## src/hdl/mna_pkg.sv

```systemverilog
`default_nettype none

package mna_pkg;

    // Fixed field widths of the item and result formats.
    localparam int NODE_W    = 6;
    localparam int VALUE_W   = 32;
    localparam int DATA_W    = 48;
    localparam int RHS_W     = 32;
    localparam int NCOUNT_W  = 6;

    // Reciprocal divider: 2^40 divided by a positive Q24.8 resistance.
    localparam int DIVISOR_W = 31;
    localparam int QUO_W     = 41;
    localparam int REM_W     = 32;
    localparam int DIV_STEPS = QUO_W;

    localparam logic [NCOUNT_W-1:0] NODE_COUNT_RESET = 6'd32;

    // Q16.32 constants for the coupling entries and for saturation.
    localparam logic signed [DATA_W-1:0] ONE_Q32     = 48'sh0001_0000_0000;
    localparam logic signed [DATA_W-1:0] NEG_ONE_Q32 = -48'sh0001_0000_0000;
    localparam logic signed [DATA_W-1:0] SAT_MAX     = 48'sh7FFF_FFFF_FFFF;
    localparam logic signed [DATA_W-1:0] SAT_MIN     = 48'sh8000_0000_0000;

    typedef enum logic [1:0] {
        OP_RES    = 2'd0,
        OP_SRC    = 2'd1,
        OP_RD_MAT = 2'd2,
        OP_RD_RHS = 2'd3
    } op_t;

    typedef enum logic [1:0] {
        STAT_OK       = 2'd0,
        STAT_BAD_RES  = 2'd1,
        STAT_RANGE    = 2'd2,
        STAT_SRC_FULL = 2'd3
    } status_t;

    typedef enum logic [2:0] {
        ST_IDLE,
        ST_DIV,
        ST_STEP,
        ST_RMW,
        ST_FINISH,
        ST_FETCH,
        ST_LOAD,
        ST_RESP
    } state_t;

    typedef struct packed {
        op_t                        op;
        logic [NODE_W-1:0]          node_a;
        logic [NODE_W-1:0]          node_b;
        logic signed [VALUE_W-1:0]  value;
        logic [NODE_W-1:0]          row;
        logic [NODE_W-1:0]          col;
    } in_t;

    typedef struct packed {
        logic signed [DATA_W-1:0]   read_data;
        status_t                    status;
    } out_t;

    // Write strobes from the sequencer to the storage.
    typedef struct packed {
        logic mat_we;
        logic rhs_we;
    } store_cmd_t;

    // Adds a signed delta to a matrix entry and clamps to the 48-bit range.
    function automatic logic signed [DATA_W-1:0] sat_add48(
        input logic signed [DATA_W-1:0] acc,
        input logic signed [DATA_W:0]   delta
    );
        logic signed [DATA_W:0] sum;
        sum = {acc[DATA_W-1], acc} + delta;
        if (sum[DATA_W] != sum[DATA_W-1]) begin
            return sum[DATA_W] ? SAT_MIN : SAT_MAX;
        end
        return sum[DATA_W-1:0];
    endfunction

endpackage

`default_nettype wire

```

## src/hdl/mna_recip_div.sv

```systemverilog
`default_nettype none

module mna_recip_div
    import mna_pkg::*;
(
    input  wire logic                  aclk,
    input  wire logic                  aresetn,
    input  wire logic                  start,
    input  wire logic [DIVISOR_W-1:0]  divisor,
    output logic                       done,
    output logic [QUO_W-1:0]           quotient
);

    localparam int CNT_W = $clog2(DIV_STEPS);
    localparam logic [CNT_W-1:0] LAST_STEP = CNT_W'(DIV_STEPS - 1);

    logic                 run_reg;
    logic                 done_reg;
    logic [CNT_W-1:0]     cnt_reg;
    logic [REM_W-1:0]     rem_reg;
    logic [QUO_W-1:0]     quo_reg;
    logic [DIVISOR_W-1:0] div_reg;

    logic [REM_W-1:0]     rem_shift;
    logic [REM_W:0]       diff;
    logic                 qbit;
    logic [REM_W-1:0]     rem_next;

    // One restoring step per cycle. The dividend is 2^40, so its only set bit
    // enters on the first step.
    always_comb begin
        rem_shift = {rem_reg[REM_W-2:0], cnt_reg == '0};
        diff      = {1'b0, rem_shift} - {{(REM_W + 1 - DIVISOR_W){1'b0}}, div_reg};
        qbit      = ~diff[REM_W];
        rem_next  = qbit ? diff[REM_W-1:0] : rem_shift;
    end

    // Step counter and completion pulse.
    always_ff @(posedge aclk) begin
        if (!aresetn) begin
            run_reg  <= 1'b0;
            done_reg <= 1'b0;
            cnt_reg  <= '0;
        end else begin
            done_reg <= 1'b0;
            if (start) begin
                run_reg <= 1'b1;
                cnt_reg <= '0;
            end else if (run_reg) begin
                cnt_reg <= cnt_reg + 1'b1;
                if (cnt_reg == LAST_STEP) begin
                    run_reg  <= 1'b0;
                    done_reg <= 1'b1;
                end
            end
        end
    end

    // Remainder and quotient shift registers.
    always_ff @(posedge aclk) begin
        if (start) begin
            rem_reg <= '0;
            quo_reg <= '0;
            div_reg <= divisor;
        end else if (run_reg) begin
            rem_reg <= rem_next;
            quo_reg <= {quo_reg[QUO_W-2:0], qbit};
        end
    end

    assign done     = done_reg;
    assign quotient = quo_reg;

    // The sequencer only ever divides by a positive resistance.
    a_nonzero_divisor: assert property (@(posedge aclk) disable iff (!aresetn)
        start |-> divisor != '0)
        else $error("divider started with a zero divisor");

    // A finished division leaves a remainder below the divisor.
    a_rem_below_div: assert property (@(posedge aclk) disable iff (!aresetn)
        done_reg |-> rem_reg < {1'b0, div_reg})
        else $error("divider remainder not reduced");

    // Completion follows a running division.
    a_done_after_run: assert property (@(posedge aclk) disable iff (!aresetn)
        done_reg |-> $past(run_reg) && !run_reg)
        else $error("divider done without a running division");

endmodule

`default_nettype wire

```

## config.mk

```make
export PLATFORM = sky130hd
export DESIGN_NAME = mna_recip_div
export DESIGN_NICKNAME = d
export VERILOG_FILES = /design/src/hdl/mna_pkg.sv /design/src/hdl/mna_recip_div.sv
export SDC_FILE = /design/constraint.sdc
export NUM_CORES = 1
export LEC_CHECK = 0
export ABC_AREA = 1
export BUFFER_PORTS_ARGS = -buffer_cell sky130_fd_sc_hd__buf_2
export CORE_MARGIN = 1
export CORE_UTILIZATION = 45
export DETAILED_ROUTE_END_ITERATION = 10
export GPL_ROUTABILITY_DRIVEN = 0
export GPL_TIMING_DRIVEN = 0
export HOLD_SLACK_MARGIN = 0.1
export PLACE_DENSITY = 0.66
export REMOVE_ABC_BUFFERS = 1
export SETUP_SLACK_MARGIN = 0.2
export SYNTH_ARGS = -nofsm -noshare
export SYNTH_HDL_FRONTEND = slang
export SYNTH_SLANG_ARGS = --single-unit
```

## constraint.sdc

```tcl
create_clock -name aclk -period 3.09 [get_ports aclk]
set_input_delay 0.4635 -clock aclk [delete_from_list [all_inputs] [get_ports aclk]]
set_output_delay 0.4635 -clock aclk [all_outputs]
set_load 0.02 [all_outputs]
```

After elaboration in Yosys (flattened, before gate mapping):

Cells that the tools add are included.

* bits in registers: 111
* bits in latches: 0
* RAM bits: 0
* ROM bits: 0
* input bits: 34
* output and inout bits: 42
* logic and storage cells: 20
* memories: 0

* add/sub/neg operators: 2
* multiply operators: 0
* divide/modulo/power cells: 0
* $lt $le $gt $ge: 0
* equal/unequal tests: 1
* shift-type cells: 0
* multiplexer cells: 5
* bitwise logic cells: 3
* reduce and logical (&&, ||, !) cells: 3

Operators by type and width (number)
* 32-bit by 31-bit subtractor with 33-bit output: 1
* 31-bit two-way mux: 1
* 6-bit by 1-bit adder with 6-bit output (second input constant): 1
* 6-bit equality test (second input constant): 1
* 6-bit logical NOT: 1
* 1-bit two-way mux: 4
* 1-bit inverter: 3
* 3-bit OR reduction: 1
* 2-bit OR reduction: 1

Logic depth before layout (Yosys ltp):

* word-level depth: 4
* depth in mapped cells: 21
* mapped depth without buffers: 20

Worst setup path before layout:

No wires, ideal clock.

* path type: register to register
* start point: register cnt_reg[0]
* end point: register rem_reg[19]
* library setup time: 0.128 ns
* arrival: 2.517 ns
* data required time: 2.962 ns
* setup slack: 0.445 ns
* stages on the path, launching flop included: 22
* buffers on the path: 1
* period minus slack after synthesis: 2.645 ns
* cells stage by stage: dfxtp_1 -> inv_1 -> ha_1 -> nor3b_1 -> nand3_1 -> ha_1 -> fa_1 -> inv_1 -> nand2_1 -> nand2_1 -> nand3_1 -> nand2_1 -> nand2_1 -> nand2_2 -> nand2_4 -> nand2_4 -> nor2_2 -> buf_4 -> nand2_1 -> nand2_1 -> nor2_1 -> nor2_1

* longest elaborated chain between the ends: 3

RTL lines
* start: declaration: RTL line mna_recip_div.sv:19 `logic [CNT_W-1:0] cnt_reg;`
* start signal: assignment: RTL line mna_recip_div.sv:50 `cnt_reg <= cnt_reg + 1'b1;`
* 6-bit logical NOT: RTL line mna_recip_div.sv:32 `rem_shift = {rem_reg[REM_W-2:0], cnt_reg == '0};`
* 32-bit by 31-bit subtractor with 33-bit output: RTL line mna_recip_div.sv:33 `diff = {1'b0, rem_shift} - {{(REM_W + 1 - DIVISOR_W){1'b0}}, div_reg};`
* 31-bit two-way mux: RTL line mna_recip_div.sv:35 `rem_next = qbit ? diff[REM_W-1:0] : rem_shift;`
* end signal: assignment: RTL line mna_recip_div.sv:66 `rem_reg <= rem_next;`
* end: declaration: RTL line mna_recip_div.sv:20 `logic [REM_W-1:0] rem_reg;`

No other way between the ends.
A chain may end at the register's enable or synchronous reset.

Worst setup path in the final report:

* start point: register cnt_reg[1]
* end point: register rem_reg[19]

Same word-level chain as after synthesis.

==> impl_metrics.env <==
export IMPL_grt_max_degree=73
export IMPL_total_core_area_um2=14600
export IMPL_final_period_utilization_pct=89.1
export IMPL_post_synth_cell_area_avg_um2=6.57
export IMPL_power_leakage_nw=4.18
export IMPL_cts_tree="yes"
export IMPL_drive_gt1_share_pct=13.4
export IMPL_outcome="finished clean"
export IMPL_fmax_ghz=0.363
export IMPL_number_of_placed_i_o_pins=76
export IMPL_synth_lib_cells_used_distinct=36
export IMPL_ctsRootBufferMaster="clkbuf_16"
export IMPL_worstSetupStartpointType="flop"
export IMPL_drc=0
export IMPL_crit_path_cell_trace="inv_2, ha_4, nor3b_4, nand3_2, ha_4, fa_2, inv_2, nand2_2, nand2_2, nand3_2, nand2_2, nand2_2, nand2_4, nand2_8, nand2_8, nor2_4, nand2_1, nand2_1, nor2_1, nor2_1"
export IMPL_detail_route_antenna_nets=0
export IMPL_largest_register_ffs=41
export IMPL_timing_final_hold_violations=0
export IMPL_place_hpwl_mm=11.4
export IMPL_h_tree_depth=3
export IMPL_max_slew_margin_rel_pct=9.83
export IMPL_initial_antenna_violation_count=0
export IMPL_synth_commonest_cells="299 x nand2_1, 176 x inv_1, 155 x nor2_1"
export IMPL_finalClockSkew_ps=13.2
export IMPL_synth_sequential_area_ratio_pct=37.5
export IMPL_routed_wl_mm=16.7
export IMPL_synthesis_yosys_warnings=0
export IMPL_worst_slew_pin_transition_ps=1350
export IMPL_routed_via_count=6320
export IMPL_critical_path_peak_fanout=8
export IMPL_cp_slowest_cell="fa_2"
export IMPL_clock_sink_count=111
export IMPL_arrival_time_at_the_worst_endpoint_ps=2960
export IMPL_setup_repair_after_global_routing_missed_its_margin="true"
export IMPL_area_growth_from_synthesis_to_final_layout_pct=17.1
export IMPL_synth_top_area_share_pct=23.7
export IMPL_timing_worst_setup_path_type="reg -> reg"
export IMPL_route_detailed_wl_per_inst_um=12.8
export IMPL_final_fill_count=1504
export IMPL_syn_inst=1027
export IMPL_asyncSetResetFlopFracSynth_pct=0
export IMPL_drtPass1Iterations=5
export IMPL_post_synth_top_area_cell="dfxtp_1"
export IMPL_die_width_um=124
export IMPL_hold_buffers=0
export IMPL_ir_drop_uv=399
export IMPL_io_buffer_count=75
export IMPL_hold_path_class="in -> reg"
export IMPL_buffers_inverters_on_critical_path=2
export IMPL_track_usage_pct=21.8
export IMPL_timing_critical_path_slowest_cell_delay_ps=400
export IMPL_first_global_vias=5889
export IMPL_grt_overflow_total=0
export IMPL_cp_required_ps=3300
export IMPL_dieArea_um2=15500
export IMPL_power_density_nw_per_um2=414
export IMPL_postSynthRegisterBits=111
export IMPL_chipHeight_um=124
export IMPL_synth_ff_type="dfxtp_1"
export IMPL_netlist_top_cells_area="dfxtp_1 24%, nand2_1 17%, edfxtp_1 14%, inv_1 9.8%, nor2_1 8.6%"
export IMPL_core_rowCount=44
export IMPL_post_dp_cell_area_um2=7260
export IMPL_detail_route_vias_per_cell=4.86
export IMPL_post_synthesis_cell_area_um2=6750
export IMPL_synth_most_common_cell="nand2_1"
export IMPL_worst_skew_pair_late_latency_ps=370
export IMPL_diodes=0
export IMPL_crit_top_cell="nand2_2"
export IMPL_period_needed_ps=2750
export IMPL_grt_pass1_wl_mm=27.6
export IMPL_timing_max_transition_violations_final=0
export IMPL_initial_core_util_pct=46.3
export IMPL_maxCapViolCount=0
export IMPL_clockBufferDepth=2
export IMPL_post_synth_edffs=31
export IMPL_cell_class_contributing_the_biggest_share_of_worst_path_delay="simple AND/OR/NAND/NOR gates"
export IMPL_final_area_um2=7910
export IMPL_setup_violations=0
export IMPL_initialDrtViolationCount=382
export IMPL_layout_nets=1179
export IMPL_crit_path_end_kind="flop"
export IMPL_clock_transition_time_at_the_flip_flop_clock_pins_of_the_worst_setup_and_hold_paths_ps=80
export IMPL_cts_buffers=9
export IMPL_layout_core_utilization_pct=54.2
==> power breakdown <==
part           internal, mW  switching (mW)  leakage [nW]
logic                 0.159           0.304          3.07
registers              1.57          0.0479         0.958
clock network         0.577           0.613         0.150
total                  2.31           0.964          4.18
==> path summary, 6_finish.rpt <==
path,endpoint,depth (start not counted),from,slack [ps]
min,div_reg[9],1,divisor[9],260
min reg2reg,rem_reg[8],2,rem_reg[8],490
max reg2reg,rem_reg[19],20,cnt_reg[1],340
max,rem_reg[19],20,cnt_reg[1],340
==> cell usage in the layout, fill, tap and decap left out, drive strengths merged, types with 6 or more instances in the layout <==
cell	n
nor2	158
ha	33
clkbuf	9
nor3	11
xor2	7
buf	98
xnor2	6
nand3b	14
edfxtp	31
inv	182
nand4	7
o21ai	41
nand2	305
a21oi	45
nand3	69
dfxtp	80
==> per-layer routing <==
| layer | track usage [%] | share of wire (%) | wire [um] |
|---|---|---|---|
| met4 | 6.52 | 1.8 | 303 |
| met3 | 5.03 | 5.9 | 989 |
| met5 | 0 | 0 | 0 |
| met2 | 35.7 | 46 | 7640 |
| met1 | 28.5 | 46 | 7760 |
==> logic make-up (layout without fill, tap and decap cells) <==
logic type      Yosys count  in the layout  synth area share (%)
flops                   111            111                  37.5
compound gates           93             93                  7.54
simple gates            570            572                  35.1
buf+inv                 206            293                  11.7
fa+ha+maj                34             34                  6.41
xor+xnor                 13             13                  1.69
==> what timing repair did <==
item,in CTS,in global routing
pin swaps,6,14
endpoints found under the setup margin,32,38
buffers inserted,10,12
gates cloned,1,2
resized for setup,10,20
==> layout make-up <==
cell class	count	area, um2	area share, %
clock inverter	7	72.6	0.918
tap	184	230	2.91
multi-input combinational	712	3550	44.9
timing repair buffer	98	609	7.71
clock buffer	9	225	2.85
sequential	111	2540	32.1
inverter	178	672	8.50
timing repair inverter	1	7.51	0.0950
==> metrics by stage <==
stage / setup TNS (ps) / worst slack, ps / power [mW] / instances / hold slack [ps]
after detailed placement: -10130 / -491 / 2.09 / 1259 / 472
after global routing: 0 / 147 / 3.43 / 1300 / 253
after CTS: 0 / 201 / 3.29 / 1286 / 256
after global placement: -69610 / -1470 / 2.08 / 1258 / 470
after floorplan: 0 / 301 / 1.94 / 999 / 451
final: 0 / 336 / 3.27 / 1300 / 261
Power figures use the tool's default switching activity.
